[src/sv/assert_macros.svh]
// Assertion helpers shared by the RTL
`ifndef ASSERT_MACROS_SVH
`define ASSERT_MACROS_SVH

// Same-cycle implication, disabled while in reset
`define ASSERT_SAME(lbl, clk, rst_n, ante, cons) \
    lbl: assert property (@(posedge clk) disable iff (!rst_n) (ante) |-> (cons)) \
        else $error("same-cycle check failed");

// Next-cycle implication, disabled while in reset
`define ASSERT_NEXT(lbl, clk, rst_n, ante, cons) \
    lbl: assert property (@(posedge clk) disable iff (!rst_n) (ante) |=> (cons)) \
        else $error("next-cycle check failed");

`endif

[src/sv/fjp_pkg.sv]
package fjp_pkg;

    localparam int unsigned PKT_SLOTS = 7;

    typedef enum logic [3:0] {
        PH_START      = 4'd0,
        PH_BOM        = 4'd1,
        PH_PRE        = 4'd2,
        PH_OPEN       = 4'd3,
        PH_STR        = 4'd4,
        PH_AFTER_KEY  = 4'd5,
        PH_BEFORE_VAL = 4'd6,
        PH_AFTER_VAL  = 4'd7,
        PH_BEFORE_KEY = 4'd8,
        PH_DONE       = 4'd9
    } phase_t;

    typedef enum logic [2:0] {
        ES_NONE    = 3'd0,
        ES_BSLASH  = 3'd1,
        ES_HEX     = 3'd2,
        ES_HELD    = 3'd3,
        ES_HELD_BS = 3'd4,
        ES_LOW_HEX = 3'd5
    } esc_t;

    typedef enum logic [2:0] {
        K_KEY     = 3'd0,
        K_VAL     = 3'd1,
        K_KEY_END = 3'd2,
        K_VAL_END = 3'd3,
        K_OK      = 3'd4,
        K_ERR     = 3'd5
    } kind_t;

    localparam logic [7:0] BOM_0 = 8'hEF;
    localparam logic [7:0] BOM_1 = 8'hBB;
    localparam logic [7:0] BOM_2 = 8'hBF;
    localparam logic [15:0] HI_SUR_LO = 16'hD800;
    localparam logic [15:0] HI_SUR_HI = 16'hDBFF;
    localparam logic [15:0] LO_SUR_LO = 16'hDC00;
    localparam logic [15:0] LO_SUR_HI = 16'hDFFF;
    localparam logic [20:0] SUPP_BASE = 21'h10000;

    // All results caused by one text item
    typedef struct packed {
        logic [PKT_SLOTS-1:0][7:0] data;
        kind_t [PKT_SLOTS-1:0]     kind;
        logic [2:0]                cnt;
    } pkt_t;

    typedef struct packed {
        logic [2:0]      n;
        logic [3:0][7:0] b;
    } utf8_t;

    typedef struct packed {
        logic       ok;
        logic [3:0] v;
    } hex_t;

    typedef struct packed {
        logic       ok;
        logic       is_u;
        logic [7:0] val;
    } escmap_t;

    function automatic logic is_ws(input logic [7:0] c);
        return (c == 8'h20) || (c == 8'h09) || (c == 8'h0A) || (c == 8'h0D);
    endfunction

    function automatic hex_t hex_val(input logic [7:0] c);
        hex_t r;
        r = '0;
        if (c >= "0" && c <= "9") begin
            r.ok = 1'b1;
            r.v  = 4'(c - 8'h30);
        end
        else if (c >= "a" && c <= "f") begin
            r.ok = 1'b1;
            r.v  = 4'(c - 8'h57);
        end
        else if (c >= "A" && c <= "F") begin
            r.ok = 1'b1;
            r.v  = 4'(c - 8'h37);
        end
        return r;
    endfunction

    function automatic escmap_t esc_map(input logic [7:0] c);
        escmap_t r;
        r = '{ok: 1'b1, is_u: 1'b0, val: 8'h00};
        case (c)
            8'h22:   r.val = 8'h22;
            8'h5C:   r.val = 8'h5C;
            8'h2F:   r.val = 8'h2F;
            8'h62:   r.val = 8'h08;
            8'h66:   r.val = 8'h0C;
            8'h6E:   r.val = 8'h0A;
            8'h72:   r.val = 8'h0D;
            8'h74:   r.val = 8'h09;
            8'h75:   r.is_u = 1'b1;
            default: r.ok = 1'b0;
        endcase
        return r;
    endfunction

    function automatic utf8_t utf8_enc(input logic [20:0] cp);
        utf8_t r;
        r = '0;
        if (cp < 21'h80) begin
            r.n    = 3'd1;
            r.b[0] = cp[7:0];
        end
        else if (cp < 21'h800) begin
            r.n    = 3'd2;
            r.b[0] = {3'b110, cp[10:6]};
            r.b[1] = {2'b10, cp[5:0]};
        end
        else if (cp < 21'h10000) begin
            r.n    = 3'd3;
            r.b[0] = {4'b1110, cp[15:12]};
            r.b[1] = {2'b10, cp[11:6]};
            r.b[2] = {2'b10, cp[5:0]};
        end
        else begin
            r.n    = 3'd4;
            r.b[0] = {5'b11110, cp[20:18]};
            r.b[1] = {2'b10, cp[17:12]};
            r.b[2] = {2'b10, cp[11:6]};
            r.b[3] = {2'b10, cp[5:0]};
        end
        return r;
    endfunction

endpackage

[src/sv/fjp_front.sv]
module fjp_front (
    input  logic          clk,
    input  logic          rst_n,
    input  logic          accept,
    input  logic [7:0]    text_byte,
    input  logic          end_of_text,
    output logic          pkt_valid,
    output fjp_pkg::pkt_t pkt
);
    import fjp_pkg::*;

    phase_t      phase_reg, phase_next;
    esc_t        esc_reg, esc_next;
    logic [1:0]  mc_reg, mc_next;
    logic [1:0]  dc_reg, dc_next;
    logic [15:0] acc_reg, acc_next;
    logic [15:0] held_reg, held_next;
    logic        rk_reg, rk_next;
    logic        err_reg, err_next;

    logic        bad, a_en, b_en, m_en, f_en, do_plain, do_esc, take;
    logic [20:0] b_cp;
    logic [15:0] take_v, acc_sh;
    kind_t       m_kind, f_kind, d_kind;
    hex_t        hx;
    escmap_t     em;
    utf8_t       enc_a, enc_b;
    logic [2:0]  pos;

    always_comb
    begin
        phase_next = phase_reg;
        esc_next   = esc_reg;
        mc_next    = mc_reg;
        dc_next    = dc_reg;
        acc_next   = acc_reg;
        held_next  = held_reg;
        rk_next    = rk_reg;
        err_next   = err_reg;
        bad = 1'b0; a_en = 1'b0; b_en = 1'b0; m_en = 1'b0; f_en = 1'b0;
        do_plain = 1'b0; do_esc = 1'b0; take = 1'b0;
        b_cp = '0; take_v = '0;
        m_kind = K_ERR; f_kind = K_ERR;
        hx = hex_val(text_byte);
        em = esc_map(text_byte);
        acc_sh = {acc_reg[11:0], hx.v};

        if (err_reg)
        begin
            f_en = end_of_text;
        end
        else
        begin
            case (phase_reg)
                PH_START, PH_PRE:
                begin
                    if (phase_reg == PH_START && text_byte == BOM_0)
                    begin
                        phase_next = PH_BOM;
                        mc_next    = 2'd1;
                    end
                    else if (is_ws(text_byte))
                        phase_next = PH_PRE;
                    else if (text_byte == "{")
                        phase_next = PH_OPEN;
                    else
                        bad = 1'b1;
                end
                PH_BOM:
                begin
                    if (mc_reg == 2'd1 && text_byte == BOM_1)
                        mc_next = 2'd2;
                    else if (mc_reg == 2'd2 && text_byte == BOM_2)
                    begin
                        mc_next    = 2'd0;
                        phase_next = PH_PRE;
                    end
                    else
                        bad = 1'b1;
                end
                PH_OPEN:
                begin
                    if (text_byte == "}")
                        phase_next = PH_DONE;
                    else if (text_byte == 8'h22)
                    begin
                        phase_next = PH_STR;
                        esc_next   = ES_NONE;
                    end
                    else if (!is_ws(text_byte))
                        bad = 1'b1;
                end
                PH_AFTER_KEY:
                begin
                    if (text_byte == ":")
                        phase_next = PH_BEFORE_VAL;
                    else if (!is_ws(text_byte))
                        bad = 1'b1;
                end
                PH_BEFORE_VAL, PH_BEFORE_KEY:
                begin
                    if (text_byte == 8'h22)
                    begin
                        phase_next = PH_STR;
                        esc_next   = ES_NONE;
                    end
                    else if (!is_ws(text_byte))
                        bad = 1'b1;
                end
                PH_AFTER_VAL:
                begin
                    if (text_byte == ",")
                        phase_next = PH_BEFORE_KEY;
                    else if (text_byte == "}")
                        phase_next = PH_DONE;
                    else if (!is_ws(text_byte))
                        bad = 1'b1;
                end
                PH_DONE:
                    bad = !is_ws(text_byte);
                PH_STR:
                begin
                    case (esc_reg)
                        ES_NONE:    do_plain = 1'b1;
                        ES_BSLASH:  do_esc   = 1'b1;
                        ES_HEX:
                        begin
                            if (!hx.ok)
                                bad = 1'b1;
                            else
                            begin
                                acc_next = acc_sh;
                                if (dc_reg == 2'd3)
                                begin
                                    dc_next = 2'd0;
                                    take    = 1'b1;
                                    take_v  = acc_sh;
                                end
                                else
                                    dc_next = dc_reg + 2'd1;
                            end
                        end
                        ES_HELD:
                        begin
                            if (text_byte == 8'h5C)
                                esc_next = ES_HELD_BS;
                            else
                            begin
                                a_en     = 1'b1;
                                do_plain = 1'b1;
                            end
                        end
                        ES_HELD_BS:
                        begin
                            if (text_byte == "u")
                            begin
                                esc_next = ES_LOW_HEX;
                                dc_next  = 2'd0;
                                acc_next = '0;
                            end
                            else
                            begin
                                a_en   = 1'b1;
                                do_esc = 1'b1;
                            end
                        end
                        ES_LOW_HEX:
                        begin
                            if (!hx.ok)
                                bad = 1'b1;
                            else
                            begin
                                acc_next = acc_sh;
                                if (dc_reg == 2'd3)
                                begin
                                    dc_next = 2'd0;
                                    if (acc_sh >= LO_SUR_LO && acc_sh <= LO_SUR_HI)
                                    begin
                                        // pair combines into a supplementary code point
                                        b_en      = 1'b1;
                                        b_cp      = SUPP_BASE
                                                  + {1'b0, held_reg[9:0], acc_sh[9:0]};
                                        held_next = '0;
                                        esc_next  = ES_NONE;
                                    end
                                    else
                                    begin
                                        a_en   = 1'b1;
                                        take   = 1'b1;
                                        take_v = acc_sh;
                                    end
                                end
                                else
                                    dc_next = dc_reg + 2'd1;
                            end
                        end
                        default:    bad = 1'b1;
                    endcase
                end
                default: bad = 1'b1;
            endcase

            // held high surrogate goes out alone
            if (a_en)
            begin
                held_next = '0;
                esc_next  = ES_NONE;
            end
            if (do_plain)
            begin
                if (text_byte == 8'h22)
                begin
                    m_en       = 1'b1;
                    m_kind     = rk_reg ? K_KEY_END : K_VAL_END;
                    rk_next    = !rk_reg;
                    phase_next = rk_reg ? PH_AFTER_KEY : PH_AFTER_VAL;
                end
                else if (text_byte == 8'h5C)
                    esc_next = ES_BSLASH;
                else
                begin
                    b_en = 1'b1;
                    b_cp = {13'd0, text_byte};
                end
            end
            if (do_esc)
            begin
                esc_next = ES_NONE;
                if (!em.ok)
                    bad = 1'b1;
                else if (em.is_u)
                begin
                    esc_next = ES_HEX;
                    dc_next  = 2'd0;
                    acc_next = '0;
                end
                else
                begin
                    b_en = 1'b1;
                    b_cp = {13'd0, em.val};
                end
            end
            if (take)
            begin
                if (take_v >= HI_SUR_LO && take_v <= HI_SUR_HI)
                begin
                    held_next = take_v;
                    esc_next  = ES_HELD;
                end
                else
                begin
                    b_en     = 1'b1;
                    b_cp     = {5'd0, take_v};
                    esc_next = ES_NONE;
                end
            end
            if (bad)
            begin
                m_en     = 1'b1;
                m_kind   = K_ERR;
                err_next = 1'b1;
            end
            else if (end_of_text)
            begin
                f_en   = 1'b1;
                f_kind = (phase_next == PH_DONE) ? K_OK : K_ERR;
            end
        end

        if (end_of_text)
        begin
            phase_next = PH_START;
            esc_next   = ES_NONE;
            mc_next    = '0;
            dc_next    = '0;
            acc_next   = '0;
            held_next  = '0;
            rk_next    = 1'b1;
            err_next   = 1'b0;
        end
    end

    // pack results: held flush, code point, marker, final status
    always_comb
    begin
        enc_a  = utf8_enc({5'd0, held_reg});
        enc_b  = utf8_enc(b_cp);
        d_kind = rk_reg ? K_KEY : K_VAL;
        pkt    = '0;
        pos    = '0;
        for (int i = 0; i < 4; i++)
        begin
            if (a_en && 3'(i) < enc_a.n)
            begin
                pkt.data[pos] = enc_a.b[i];
                pkt.kind[pos] = d_kind;
                pos = pos + 3'd1;
            end
        end
        for (int i = 0; i < 4; i++)
        begin
            if (b_en && 3'(i) < enc_b.n)
            begin
                pkt.data[pos] = enc_b.b[i];
                pkt.kind[pos] = d_kind;
                pos = pos + 3'd1;
            end
        end
        if (m_en)
        begin
            pkt.kind[pos] = m_kind;
            pos = pos + 3'd1;
        end
        if (f_en)
        begin
            pkt.kind[pos] = f_kind;
            pos = pos + 3'd1;
        end
        pkt.cnt   = pos;
        pkt_valid = accept && (pos != 3'd0);
    end

    always_ff @(posedge clk or negedge rst_n)
    begin
        if (!rst_n)
        begin
            phase_reg <= PH_START;
            esc_reg   <= ES_NONE;
            mc_reg    <= '0;
            dc_reg    <= '0;
            acc_reg   <= '0;
            held_reg  <= '0;
            rk_reg    <= 1'b1;
            err_reg   <= 1'b0;
        end
        else if (accept)
        begin
            phase_reg <= phase_next;
            esc_reg   <= esc_next;
            mc_reg    <= mc_next;
            dc_reg    <= dc_next;
            acc_reg   <= acc_next;
            held_reg  <= held_next;
            rk_reg    <= rk_next;
            err_reg   <= err_next;
        end
    end

endmodule

[src/sv/fjp_queue.sv]
module fjp_queue (
    input  logic          clk,
    input  logic          rst_n,
    input  logic          wr_en,
    input  fjp_pkg::pkt_t wr_pkt,
    input  logic          rd_en,
    output fjp_pkg::pkt_t head,
    output logic          full,
    output logic          empty,
    output logic [1:0]    count
);
    import fjp_pkg::*;

    pkt_t       q_reg [2];
    logic       wp_reg, rp_reg;
    logic [1:0] cnt_reg;

    assign head  = q_reg[rp_reg];
    assign full  = (cnt_reg == 2'd2);
    assign empty = (cnt_reg == 2'd0);
    assign count = cnt_reg;

    always_ff @(posedge clk)
    begin
        if (wr_en)
            q_reg[wp_reg] <= wr_pkt;
    end

    always_ff @(posedge clk or negedge rst_n)
    begin
        if (!rst_n)
        begin
            wp_reg  <= 1'b0;
            rp_reg  <= 1'b0;
            cnt_reg <= '0;
        end
        else
        begin
            if (wr_en)
                wp_reg <= !wp_reg;
            if (rd_en)
                rp_reg <= !rp_reg;
            cnt_reg <= cnt_reg + {1'b0, wr_en} - {1'b0, rd_en};
        end
    end

endmodule

[src/sv/fjp_back.sv]
module fjp_back (
    input  logic          clk,
    input  logic          rst_n,
    input  fjp_pkg::pkt_t head,
    input  logic          q_empty,
    input  logic          pop,
    output logic          q_pop,
    output logic [2:0]    idx,
    output logic          empty,
    output logic [7:0]    data_byte,
    output logic [2:0]    kind,
    output logic          last_of_run
);
    import fjp_pkg::*;

    logic [2:0] idx_reg, idx_next;
    logic       take;

    assign empty       = q_empty;
    assign data_byte   = head.data[idx_reg];
    assign kind        = head.kind[idx_reg];
    assign last_of_run = (idx_reg == head.cnt - 3'd1);
    assign take        = pop && !q_empty;
    assign q_pop       = take && last_of_run;
    assign idx_next    = q_pop ? 3'd0 : idx_reg + 3'd1;
    assign idx         = idx_reg;

    always_ff @(posedge clk or negedge rst_n)
    begin
        if (!rst_n)
            idx_reg <= '0;
        else if (take)
            idx_reg <= idx_next;
    end

endmodule

[src/sv/flat_json_object_parser.sv]
// Channel  | Handshake        | Fields
// ---------+------------------+-------------------------------
// text in  | push / full      | text_byte[7:0], end_of_text
// results  | pop / empty      | data_byte[7:0], kind[2:0], last_of_run
//
// One text item is taken per cycle while the result queue has room.
// An item gives 0 to 7 results; they leave one per cycle while pop is high,
// so an item's results hold the output side until all are popped (UTF-8 runs, flushes).
// A two-entry queue of per-item result groups parts parser and output.
// rst_n is asynchronous; reset leaves the parser at start of text.
`include "assert_macros.svh"

module flat_json_object_parser (
    input  logic       clk,
    input  logic       rst_n,
    input  logic       push,
    output logic       full,
    input  logic [7:0] text_byte,
    input  logic       end_of_text,
    output logic       empty,
    input  logic       pop,
    output logic [7:0] data_byte,
    output logic [2:0] kind,
    output logic       last_of_run
);
    import fjp_pkg::*;

    logic       accept;
    logic       pkt_valid;
    pkt_t       pkt;
    pkt_t       head;
    logic       q_empty;
    logic       q_pop;
    logic [1:0] q_count;
    logic [2:0] idx;

    // Front: parses each accepted item into a group of results
    assign accept = push && !full;

    fjp_front u_front (
        .clk         (clk),
        .rst_n       (rst_n),
        .accept      (accept),
        .text_byte   (text_byte),
        .end_of_text (end_of_text),
        .pkt_valid   (pkt_valid),
        .pkt         (pkt)
    );

    // Queue of result groups; items with no results never enter it
    fjp_queue u_queue (
        .clk    (clk),
        .rst_n  (rst_n),
        .wr_en  (pkt_valid),
        .wr_pkt (pkt),
        .rd_en  (q_pop),
        .head   (head),
        .full   (full),
        .empty  (q_empty),
        .count  (q_count)
    );

    // Back: walks the head group one result per pop
    fjp_back u_back (
        .clk         (clk),
        .rst_n       (rst_n),
        .head        (head),
        .q_empty     (q_empty),
        .pop         (pop),
        .q_pop       (q_pop),
        .idx         (idx),
        .empty       (empty),
        .data_byte   (data_byte),
        .kind        (kind),
        .last_of_run (last_of_run)
    );

    `ASSERT_SAME(a_head_in_range, clk, rst_n, !q_empty, (head.cnt != 3'd0) && (idx < head.cnt))
    `ASSERT_SAME(a_count_bound, clk, rst_n, 1'b1, q_count <= 2'd2)
    `ASSERT_NEXT(a_drain_empty, clk, rst_n, q_pop && (q_count == 2'd1) && !pkt_valid, empty)
    `ASSERT_SAME(a_idle_idx, clk, rst_n, q_empty, idx == 3'd0)

endmodule
[config.mk]
export PLATFORM = sky130hd
export DESIGN_NAME = flat_json_object_parser
export DESIGN_NICKNAME = d
export VERILOG_FILES = /design/src/sv/fjp_pkg.sv /design/src/sv/fjp_front.sv /design/src/sv/fjp_queue.sv /design/src/sv/fjp_back.sv /design/src/sv/flat_json_object_parser.sv
export VERILOG_INCLUDE_DIRS = /design/src /design/src/sv
export SDC_FILE = /design/constraint.sdc
export NUM_CORES = 1
export LEC_CHECK = 0
export ABC_AREA = 0
export BUFFER_PORTS_ARGS = -buffer_cell sky130_fd_sc_hd__buf_2
export CORE_ASPECT_RATIO = 0.9
export CORE_MARGIN = 3
export CORE_UTILIZATION = 30
export CTS_CLUSTER_DIAMETER = 100
export DETAILED_ROUTE_END_ITERATION = 8
export PLACE_DENSITY_LB_ADDON = 0.12
export SYNTH_ARGS = -nofsm -noshare
export SYNTH_HDL_FRONTEND = slang
export SYNTH_HIERARCHICAL = 1
export SYNTH_SLANG_ARGS = --single-unit
[constraint.sdc]
create_clock -name clk -period 27.2 [get_ports clk]
set_clock_uncertainty 0.1 [all_clocks]
set_input_delay 5.44 -clock clk [delete_from_list [all_inputs] [get_ports clk]]
set_output_delay 5.44 -clock clk [all_outputs]
set_load 0.03 [all_outputs]
## Word-level counts from Yosys, hierarchy flattened

Memories as Yosys holds them, arrays and structs flattened.
Index checks and enable logic that the tools add are counted.

- Output and inout bits: 14
- Flip-flop bits (word level): 52
- Memories: 1
- Input port bits: 13
- Bits in writable memories: 160

Memory list:

| memory | depth | width | read ports | clocked after memory_dff | write ports | line | source |
|---|---|---|---|---|---|---|---|
| u_queue.q_reg | 2 | 80 | 1 | 0 | 1 | fjp_queue.sv:14 | `pkt_t q_reg [2];` |

- $lt $le $gt $ge: 42
- Add/sub/neg operators: 18
- Multiplexer cells: 266
- Reductions and logical operators: 53
- Equality and inequality tests: 43

Operator list:

| cell | number |
|---|---|
| 77-bit two-way mux | 7 |
| 16-bit two-way mux | 27 |
| 56-bit bitwise mux | 7 |
| 21-bit two-way mux | 16 |
| 21-bit bitwise mux | 9 |
| 8-bit demux with 3-bit select | 7 |
| 3-bit two-way mux | 47 |
| 8-bit two-way mux | 13 |
| 3-bit demux with 3-bit select | 9 |
| 8-bit by 7-bit == test with 1-bit output (second input constant) | 9 |
| 1-bit two-way mux | 68 |
| 16-bit one-hot mux with 2 select lines | 2 |
| 4-bit two-way mux | 15 |
| 7-bit one-hot mux with 8 select lines | 1 |
| 24-bit two-way mux | 2 |
| 8-bit by 6-bit == test with 1-bit output (second input constant) | 5 |
| 3-bit by 4-bit less-than comparator with 1-bit output (second input constant) | 9 |
| 2-bit two-way mux | 18 |
| 16-bit greater-or-equal comparator (second input constant) | 2 |
| 16-bit less-or-equal comparator (second input constant) | 2 |
| 1-bit logical AND | 29 |
| 3-bit by 1-bit adder with 3-bit output (second input constant) | 9 |
| 8-bit binary-select mux with 3-bit select | 1 |
| 8-bit by 4-bit == test with 1-bit output (second input constant) | 3 |
| other kinds (61) | 105 |

## Logic depth before layout (Yosys ltp)

Gate-level depths: netlist of run 1.

- Depth in word-level cells: 42
- Gate-level depth with buffers: 29

## Hierarchy

The synthesis of run 1 kept the hierarchy.

By module, submodules not included:

| module | area an instance (um^2) | cells each | times used |
|---|---|---|---|
| fjp_front | 6835.3 | 997 | 1 |
| fjp_queue | 6369.9 | 264 | 1 |
| fjp_back | 880.8 | 90 | 1 |
| flat_json_object_parser | 13.8 | 1 | 1 |

## Least setup slack after synthesis of run 1

OpenSTA, ideal clock, no wires.

- Path type: input port to flip-flop
- Start point: input port text_byte[3]
- End point: memory u_queue/q_reg[0][0] in the netlist's numbering (enable)
- Stages on the path: 26
- Setup slack: 12.062 ns
- Arrival time: 14.509 ns
- Path buffers: 3
- Library setup time: 0.528 ns
- Path through: clkbuf_1 nor4b_4 nand4_1 a2111oi_2 o21ba_2 buf_2 ha_1 nor2b_1 a21boi_1 nor2_2 inv_1 ha_1 o21ai_0 o21ai_0 ha_1 nor2_1 nor2_1 ha_1 o21a_1 and2_0 clkbuf_1 ha_1 or3_1 o31a_1 a31oi_1 nor2b_1

- Cells in the longest elaborated chain, start to end: 42
- Elaborated cells on any way between the ends: 172
- Classes of those cells: add/sub (13); order compare (17); eq/ne (20); mux (99); reduce/logical (23)

Ends and longest elaborated chain:

| item | line | source |
|---|---|---|
| start: declaration | flat_json_object_parser.sv:18 | `input logic [7:0] text_byte,` |
| parallel branches: the longest is 37 deep, another holds 16-bit greater-or-equal comparator | - |  |
| 3-bit two-way mux (*) | fjp_front.sv:314 | `if (f_en)` |
| 3-bit nonzero test (*) | fjp_front.sv:320 | `pkt_valid = accept && (pos != 3'd0);` |
| 1-bit logical AND (*) | fjp_front.sv:320 |  |
| net pkt_valid | flat_json_object_parser.sv:29 | `logic pkt_valid;` |
| 1-bit two-way mux (*) | fjp_queue.sv:25 | `if (wr_en)` |
| 1-bit two-way mux (not written as such) (*) | fjp_queue.sv:26 | `q_reg[wp_reg] <= wr_pkt;` |
| end: declaration | fjp_queue.sv:14 |  |

Mark *: on every way through the listed nets, which the timed path passes. The select of a mux whose other input is x is not followed.

## Worst setup path after layout of run 1

- Start point: input port text_byte[0]
- End point: memory u_queue/q_reg[0][33] in the netlist's numbering (enable)

The elaborated chain is that of the path after synthesis.

==> results.ini, run 1 <==
[sta]
holdWs_ns = 0.3953
worst_slack_ns = 13.87
fmaxAchievable_mhz = 75.02
min_period_ns = 13.33
finalSetupTns_ns = 0
hold_viol_final = 0
tightest_slew_ns = 1.187
slew_headroom_pct = 20.50
min_period_over_period_pct = 49.01
slew_viol_final = 0
setup_viol = 0
grt_setup_unrepaired = false

[cells_and_area]
fillCellCount = 4762
diodes = 0
syn_to_final_growth_pct = 8.253
final_nets = 1357
ff_latch_area_mm2 = 0.006012
multi_input_area_mm2 = 0.007408
largest_reg_flops = 160
stdcell_area_mm2 = 0.01526
drive_above_1_share_pct = 16.51

[hold_path]
holdPathEnd = u_front/held_reg[11]
holdPathStages = 2
hp-class = flip-flop to flip-flop
hp-start = u_front/held_reg[11]

[logic_synthesis]
netlist_area_mm2 = 0.01410
yosysMostFrequentCell = edfxtp_1
synthTopCellsByArea = edfxtp_1 (34%), mux2_4 (8.4%), dfrtp_1 (8.3%)
yosysUniqueCellTypes = 109
yosysTopAreaCell = edfxtp_1
postSynthCellCount = 1352
ys_seq_elements = 208
synthTopCellsByCount = edfxtp_1 (160), nand2_1 (126), nor2_1 (114)
synth-edff-count = 160
ys_warn_count = 6
ys.flop_type = edfxtp_1
synth_top_cell_area_share_pct = 34.08
syn_area_per_cell_um2 = 10.43
ys_seq_area_share_pct = 42.60
async_reset_ff_share_pct = 23.08

[power_and_ir_drop]
combPwrFrac_pct = 35.3
p_leak_nw = 5.834
power.density_mw_per_mm2 = 74.98
power_mw = 1.144
intPower_mw = 0.7501
switching_share_pct = 34.46
ir_drop_mv = 0.03869
p_switching_mw = 0.3943
p_seq_share_pct = 38.3
clockPowerShare_pct = 26.3

[job]
drv_cap = 0

[placement]
place_area_mm2 = 0.01453
io_buffers = 26
place_ws_ns = 13.45
place_congestion = 0.9294
dpl.hpwl_um = 33450

[cts]
cts_resized = 0
cts_root_buffer = clkbuf_16
cts_max_path_buffers = 3
holdBufCountCts = 0
htreeDepth = 1
tritoncts = done
clk-insertion-delay-late_ns = 0.54
clk_pin_slew_ns = 0.06
post-cts-setup-buffers = 0
numCtsBuffers = 24
clkSinkCount = 208

[global_routing]
grt_pass1_vias = 10660
grt_max_degree = 71
grt-ovfl-total = 0
grt_use_total_pct = 18.15
grt_pass1_wl_um = 68650
antenna_found_initial = 0

[critical_path]
crit_type = input pin to flip-flop
cp.arrival_ns = 13.38
r2r_cells = 24
critPathRequiredTime_ns = 27.24
r2r_slack_ns = 18.38
startpoint_type = input pin
crit_fanout = 68
cp-end-kind = flip-flop
r2r_end = u_queue/q_reg[0][33]
r2r-start = u_front/esc_reg[2]

[run_status]
run_status = finished clean

[detailed_routing]
vias_per_cell = 5.710
drc = 0
routed_wirelength_um = 45570
drt_first_pass_iters = 5
final_antenna_net_count = 0
vias = 11150
first_iter_violations = 958
routedWlPerCell_um = 23.33

[floorplanning]
io_pins = 27
die_area_mm2 = 0.04964
die_w_um = 234.5
start_util_pct = 30.70
fp.coreArea_mm2 = 0.04592
std_cell_rows = 74
die_y_um = 211.7

==> final cells by class <==
class	count	area share (%)
clock buffers	34	4.246
clock inverters	10	0.5410
inverters	25	0.6148
multi-input cells	1025	48.54
flip-flops and latches	208	39.39
well taps	608	4.984
repair buffers	43	1.689
==> layer usage <==
metal  part of all wire (%)  track usage (%)  up-vias
li1                       -                -     5147
met1                     48            26.73     5499
met2                     43            27.30      415
met3                    6.3            3.458       89
met4                    2.6            4.467        2
met5                   0.16            1.074        -
==> stage by stage <==
step | cells | utilization [%]
2_1_floorplan | 1357 | -
3_3_place_gp | 1909 | 31.65
3_5_place_dp | 1909 | 31.65
4_1_cts | 1953 | 33.24
5_1_grt | 1953 | 33.24
6_report | 1953 | 33.24
==> power groups by stage <==
stage	Combinational, mW	Sequential (mW)	Clock (mW)
after floorplan	0.359	0.418	0
after global placement	0.412	0.446	0
after detailed placement	0.413	0.447	0
after CTS	0.413	0.441	0.312
after global routing	0.439	0.446	0.325
final	0.404	0.439	0.301
==> kinds of logic (layout without fill, tap and decap cells) <==
group | after synthesis | in the layout | synth area share (%)
other | 1 | 6 | 0.02660
muxes | 120 | 120 | 12.47
and+or+nand+nor | 459 | 459 | 17.14
AOI/OAI and AO/OA | 400 | 400 | 19.44
adders and majority gates | 17 | 17 | 1.509
xor gates and xnor gates | 23 | 23 | 1.748
buffers and inverters | 124 | 112 | 5.058
DFF | 208 | 208 | 42.60
==> worst max-delay path: stages <==
cell and delay, ns:
buf_2 0.20, inv_1 0.13, ha_1 0.23, or3b_2 0.23, and4_1 0.24, o21ai_1 0.16
a2111oi_4 0.67, ha_1 0.34, nor2b_1 0.15, a21boi_1 0.17, nor2_2 0.36, inv_1 0.19
ha_1 0.38, o21ai_0 0.19, o21ai_0 0.21, ha_1 0.47, nor2_1 0.08, nor2_1 0.11
ha_1 0.24, o21a_1 0.25, and2_0 0.28, ha_1 0.25, or3_1 0.37, o31a_1 0.26
a31oi_1 0.39, nor2b_4 0.46, buf_4 0.81
==> how the worst max path moves through the flow <==
stage	startpoint	end
floorplan	text_byte[3]	u_queue/q_reg[0][0]
global placement	text_byte[0]	u_queue/q_reg[0][41]
detailed placement	text_byte[0]	u_queue/q_reg[0][41]
CTS	text_byte[0]	u_queue/q_reg[0][25]
global route	text_byte[0]	u_queue/q_reg[0][42]
finish	text_byte[0]	u_queue/q_reg[0][33]
==> layout by cell type, fill, tap and decap left out, drive strengths merged, types with 21 or more instances in the layout <==
cell type	instances
a21oi	82
a22o	21
a22oi	23
a31oi	21
and3	29
buf	43
clkbuf	34
dfrtp	47
edfxtp	160
inv	25
mux2	95
nand2	126
nand3	43
nor2	115
o21ai	86
o22ai	35
Note: power is estimated with default switching activity, not from simulation.
==> run 2, diff against run 1 <==
Clock period 27.2 ns to 12.9 ns, I/O delays scaled along.
==> run 2 against run 1 <==
First-iteration DRC count rose by 4.9%; sequential share of layout area fell by 0.23 points; register-to-register slack got worse by 14 ns; flip-flop and latch count did not move; routed wire length rose by 1.1%; core utilization rose by 0.19 points; combinational power rose by 110%; non-clock buffer count rose by 1; critical path depth did not move; global-route usage rose by 0.17 points; clock-buffer cell count fell by 4; worst hold slack got worse by 0.0040 ns.
==> results.ini, run 2 (synthesis results as in run 1) <==
[hold_path]
hp-class = flip-flop to flip-flop
hp-start = u_front/held_reg[11]
holdPathStages = 2  ; unchanged
holdPathEnd = u_front/held_reg[11]

[floorplanning]
fp.coreArea_mm2 = 0.04592  ; unchanged
die_w_um = 234.5  ; unchanged
die_y_um = 211.7  ; unchanged
io_pins = 27  ; unchanged
die_area_mm2 = 0.04964  ; unchanged
std_cell_rows = 74  ; unchanged
start_util_pct = 30.70  ; unchanged

[cts]
cts_max_path_buffers = 3  ; unchanged
holdBufCountCts = 0  ; unchanged
clkSinkCount = 208  ; unchanged
cts_root_buffer = clkbuf_16
clk_pin_slew_ns = 0.06  ; about the same
htreeDepth = 1  ; unchanged
clk-insertion-delay-late_ns = 0.55  ; about the same
post-cts-setup-buffers = 0  ; unchanged
numCtsBuffers = 25  ; +4.2%
cts_resized = 0  ; unchanged
tritoncts = done

[sta]
fmaxAchievable_mhz = 95.97
tightest_slew_ns = 1.141  ; -0.04623 ns
hold_viol_final = 0  ; unchanged
setup_viol = 0  ; unchanged
slew_headroom_pct = 23.36  ; +2.9 points
finalSetupTns_ns = 0  ; unchanged
min_period_ns = 10.42
min_period_over_period_pct = 80.78
grt_setup_unrepaired = false
slew_viol_final = 0  ; unchanged

[cells_and_area]
final_cell_mix = edfxtp_1 (160), nand2_1 (126), nor2_1 (114)
drive_above_1_share_pct = 16.99  ; +0.48 points
final_nets = 1359  ; +0.15%
layout_commonest_cell = edfxtp_1
largest_reg_flops = 160  ; unchanged
final_core_util_pct = 33.43  ; +0.19 points
fillCellCount = 4716  ; -0.97%
syn_to_final_growth_pct = 8.883

[global_routing]
met1_usage_pct = 27.13  ; +0.39 points
grt-ovfl-total = 0  ; unchanged
antenna_found_initial = 1  ; +1
grt_max_degree = 65  ; -8.5%
grt_pass1_vias = 10630  ; -0.23%
grt_pass1_wl_um = 69210  ; +0.82%
met2_usage_pct = 27.19  ; -0.10 points
grt_use_met3_pct = 3.754  ; +0.30 points
busiest_layer = met2
grt_use_total_pct = 18.33  ; +0.17 points

[detailed_routing]
vias_per_cell = 5.700  ; -0.18%
vias = 11160  ; +0.027%
routed_wirelength_um = 46070  ; +1.1%
drt_first_pass_iters = 6  ; +1
first_iter_violations = 1005  ; +4.9%
routedWlPerCell_um = 23.54  ; +0.90%
drc = 0  ; unchanged
final_antenna_net_count = 0  ; unchanged

[placement]
dpl.hpwl_um = 33540  ; +0.25%
io_buffers = 26  ; unchanged
place_congestion = 0.9414  ; +1.3%

[critical_path]
r2r_end = u_queue/q_reg[1][79]
crit_fanout = 64  ; -5.9%
cp-end-kind = flip-flop
r2r-start = u_front/esc_reg[0]
startpoint_type = input pin
cp.arrival_ns = 10.55  ; -2.83 ns
crit_type = input pin to flip-flop
critPathRequiredTime_ns = 13.03  ; -14.21 ns
r2r_cells = 24  ; unchanged
r2r_slack_ns = 4.11  ; -14.27 ns

[job]
drv_cap = 0  ; unchanged

[power_and_ir_drop]
power_mw = 2.472  ; +120%
ir_drop_mv = 0.09428  ; +140%
power.density_mw_per_mm2 = 161.0  ; +110%
p_leak_nw = 5.874  ; +0.69%

[run_status]
run_status = finished clean

-- run 2: worst max-delay path by stage --
| stage | start | endpoint | slack [ns] | cells after the start |
|---|---|---|---|---|
| finish | text_byte[0] | u_queue/q_reg[1][79] | 2.48 | 27 |
| global route | text_byte[0] | u_queue/q_reg[1][68] | 1.98 | 27 |
| CTS | text_byte[0] | u_queue/q_reg[1][63] | 2.66 | 27 |
| detailed placement | text_byte[0] | u_queue/q_reg[1][63] | 2.10 | 27 |
| global placement | text_byte[0] | u_queue/q_reg[1][46] | 2.27 | 27 |
| floorplan | text_byte[3] | u_queue/q_reg[0][0] | 0.62 | 26 |
-- run 2: worst max-delay path, cell delays in order --
cell	delay (ns)
buf_2	0.19
inv_1	0.13
ha_1	0.23
or3b_2	0.23
and4_1	0.25
o21ai_1	0.18
a2111oi_4	0.69
ha_1	0.34
nor2b_1	0.16
a21boi_1	0.17
nor2_2	0.36
inv_1	0.19
ha_1	0.38
o21ai_0	0.18
o21ai_0	0.21
ha_1	0.46
nor2_1	0.09
nor2_1	0.12
ha_1	0.24
o21a_1	0.25
and2_0	0.29
ha_1	0.26
or3_1	0.37
o31a_1	0.26
a31oi_1	0.35
and2_4	0.82
buf_4	0.40
-- run 2: stage by stage --
stage	area (um2)	instances	hold slack, ns	setup WS, ns
final	15350	1957	0.3912	2.480
after global routing	15350	1956	0.4432	1.984
after CTS	15350	1956	0.4017	2.657
after detailed placement	14540	1910	0.3891	2.097
after global placement	14540	1910	0.3851	2.268
after floorplan	14120	1357	0.3555	0.6223
-- run 2: cell type report --
class | count | area [um2] | share of cell area (%)
Antenna cell | 1 | 2.502 | 0.01630
Clock buffer | 30 | 654.4 | 4.262
Clock inverter | 16 | 155.1 | 1.011
Inverter | 25 | 93.84 | 0.6112
Multi-Input combinational cell | 1025 | 7408 | 48.26
Sequential cell | 208 | 6012 | 39.16
Tap cell | 608 | 760.7 | 4.955
Timing Repair Buffer | 44 | 265.3 | 1.728
-- run 2: layer usage --
metal | wire, um | vias up
li1 | - | 5152
met1 | 22120 | 5529
met2 | 19850 | 395
met3 | 2909 | 79
met4 | 1191 | 0
met5 | 0 | -
-- run 2: where the power goes --
part	internal, mW	total, mW	leakage [nW]	switching, mW
sequential	0.838	0.926	2.22	0.0879
combinational	0.375	0.857	3.27	0.482
clock	0.405	0.689	0.388	0.284
==> run 3, diff against run 2 <==
Clock period 12.9 ns to 9.9 ns, I/O delays scaled along.
==> run 3 against run 2 <==
Clock power rose by 31%; via count down 0.57%; non-clock buffer count increased by 5; sequential share of layout area fell by 0.14 points; worst hold slack better by 0.0013 ns; setup slack worse by 1.5 ns; first-iteration DRC count increased by 9.4%; flip-flop and latch count did not move; routed wire length decreased by 0.23%; combinational power rose by 33%; critical path type unchanged; largest cell class unchanged.
==> results.ini, run 3 (synthesis results as in run 1) <==
[run_status]
run_status = finished clean

[cts]
cts_root_buffer = clkbuf_16
clk-insertion-delay-late_ns = 0.55  ; about the same
htreeDepth = 1  ; unchanged
cts_resized = 0  ; unchanged
holdBufCountCts = 0  ; unchanged
clkSinkCount = 208  ; unchanged
cts_max_path_buffers = 3  ; unchanged
numCtsBuffers = 25  ; unchanged
clk_pin_slew_ns = 0.07  ; about the same
tritoncts = done
post-cts-setup-buffers = 0  ; unchanged

[sta]
hold_viol_final = 0  ; unchanged
worst_slack_ns = 1.002  ; -1.478 ns
finalSetupTns_ns = 0  ; unchanged
fmaxAchievable_mhz = 112.4
min_period_ns = 8.898
min_period_over_period_pct = 89.88
grt_setup_unrepaired = false
slew_viol_final = 0  ; unchanged
setup_viol = 0  ; unchanged
slew_headroom_pct = 19.55  ; -3.8 points
tightest_slew_ns = 1.198  ; +0.05678 ns

[cells_and_area]
diodes = 0  ; -1
final_cell_mix = edfxtp_1 (160), nand2_1 (126), nor2_1 (114)
largest_reg_flops = 160  ; unchanged
layout_commonest_cell = edfxtp_1
final_nets = 1364  ; +0.37%
syn_to_final_growth_pct = 9.246
drive_above_1_share_pct = 17.37  ; +0.38 points

[power_and_ir_drop]
power.density_mw_per_mm2 = 210.0  ; +30%
p_leak_nw = 5.900  ; +0.45%
ir_drop_mv = 0.1005  ; +6.6%

[floorplanning]
die_area_mm2 = 0.04964  ; unchanged
std_cell_rows = 74  ; unchanged
die_y_um = 211.7  ; unchanged
io_pins = 27  ; unchanged
die_w_um = 234.5  ; unchanged
fp.coreArea_mm2 = 0.04592  ; unchanged
start_util_pct = 30.70  ; unchanged

[detailed_routing]
drt_first_pass_iters = 6  ; unchanged
drc = 0  ; unchanged
first_iter_violations = 1099  ; +9.4%
routed_wirelength_um = 45970  ; -0.23%
vias_per_cell = 5.656  ; -0.78%
final_antenna_net_count = 0  ; unchanged
vias = 11090  ; -0.57%
routedWlPerCell_um = 23.44  ; -0.43%

[placement]
io_buffers = 26  ; unchanged
dpl.hpwl_um = 33380  ; -0.46%
place_ws_ns = 0.5257  ; -1.571 ns
place_congestion = 0.9219  ; -2.1%

[global_routing]
antenna_found_initial = 0  ; -1
grt_use_total_pct = 18.26  ; -0.062 points
grt-ovfl-total = 0  ; unchanged
grt_pass1_vias = 10690  ; +0.55%
grt_max_degree = 81  ; +25%
grt_pass1_wl_um = 69350  ; +0.19%

[critical_path]
r2r-start = u_front/esc_reg[0]
cp-end-kind = flip-flop
cpLargestDelayFamily = compound AO/OA/AOI/OAI gates
crit_start = text_byte[0]
critPathRequiredTime_ns = 9.99  ; -3.04 ns
cp_common_cell = ha_1
crit_fanout = 80  ; +25%
critPathCapture = u_queue/q_reg[0][42]
cpMaxStageDelayCell = a2111oi_4
r2r_cells = 24  ; unchanged
r2r_slack_ns = 2.04  ; -2.07 ns
max_stage_delay_ns = 0.70  ; -0.12 ns
path_buf_inv = 4  ; unchanged
startpoint_type = input pin
crit_type = input pin to flip-flop
r2r_end = u_queue/q_reg[0][42]
cp.depth = 27  ; unchanged
cp.arrival_ns = 8.98  ; -1.57 ns

[job]
drv_cap = 0  ; unchanged

[hold_path]
hp-class = flip-flop to flip-flop

==> run 3: cell types whose count changed in the layout (fill, tap and decap cells not counted) <==
cell,previous run,this run
diode_2,1,0
clkinv_2,1,4
buf_12,0,2
clkinv_4,2,1
dfrtp_1,45,46
buf_4,18,21
dfrtp_2,1,0
clkinvlp_4,2,3
clkinv_1,8,6
clkbuf_8,1,0
==> run 3: how the worst min path moves through the flow <==
stage	cells after the start	start	slack [ns]	endpoint
after floorplan	2	u_front/held_reg[11]	0.36	u_front/held_reg[11]
after global placement	2	u_front/held_reg[11]	0.39	u_front/held_reg[11]
after detailed placement	2	u_front/held_reg[11]	0.38	u_front/held_reg[11]
after CTS	2	u_front/held_reg[11]	0.40	u_front/held_reg[11]
after global routing	1	u_front/dc_reg[1]	0.44	u_front/dc_reg[1]
final	2	u_front/held_reg[11]	0.39	u_front/held_reg[11]
==> run 3: stage by stage <==
stage          hold WS (ns)  instance area (um2)  instances  power, mW  util [%]
6_report             0.3926                15400       1961      3.234     33.54
4_1_cts              0.3984                15400       1961      3.302     33.54
2_1_floorplan        0.3622                14130       1357      2.126         -
5_1_grt              0.4414                15400       1961      3.416     33.54
3_3_place_gp         0.3863                14600       1915      2.377     31.79
3_5_place_dp         0.3829                14600       1915      2.381     31.79
==> run 3: worst reg2reg max path, delay by kind of cell, from the launching register on <==
kind / cells / cell delay, ns
AO/OA/AOI/OAI: 9 / 2.67
flip-flops: 1 / 0.69
buffers and inverters: 2 / 0.47
AND/OR/NAND/NOR: 8 / 1.79
adder cells (fa/ha/maj): 5 / 1.66
==> run 3: final cells by class <==
type,instances,area [um2]
tap,608,760.7
timing repair buffer,49,327.8
clock buffer,29,640.6
multi-input combinational,1025,7408
fill,4719,30520
inverter,25,93.84
clock inverter,17,161.4
sequential,208,6011
==> run 3: power breakdown <==
group	internal (mW)	total (mW)	leakage [nW]	switching, mW
clock network	0.521	0.901	0.385	0.380
logic	0.495	1.14	3.29	0.644
registers	1.09	1.19	2.22	0.105
total	2.11	3.23	5.90	1.13
==> run 3: layer usage <==
layer	vias to the layer above	routed length [um]	track usage (%)
li1	5173	-	-
met1	5442	21830	27.42
met2	411	20130	27.31
met3	65	2944	3.068
met4	0	1057	4.425
met5	-	0	0.09766
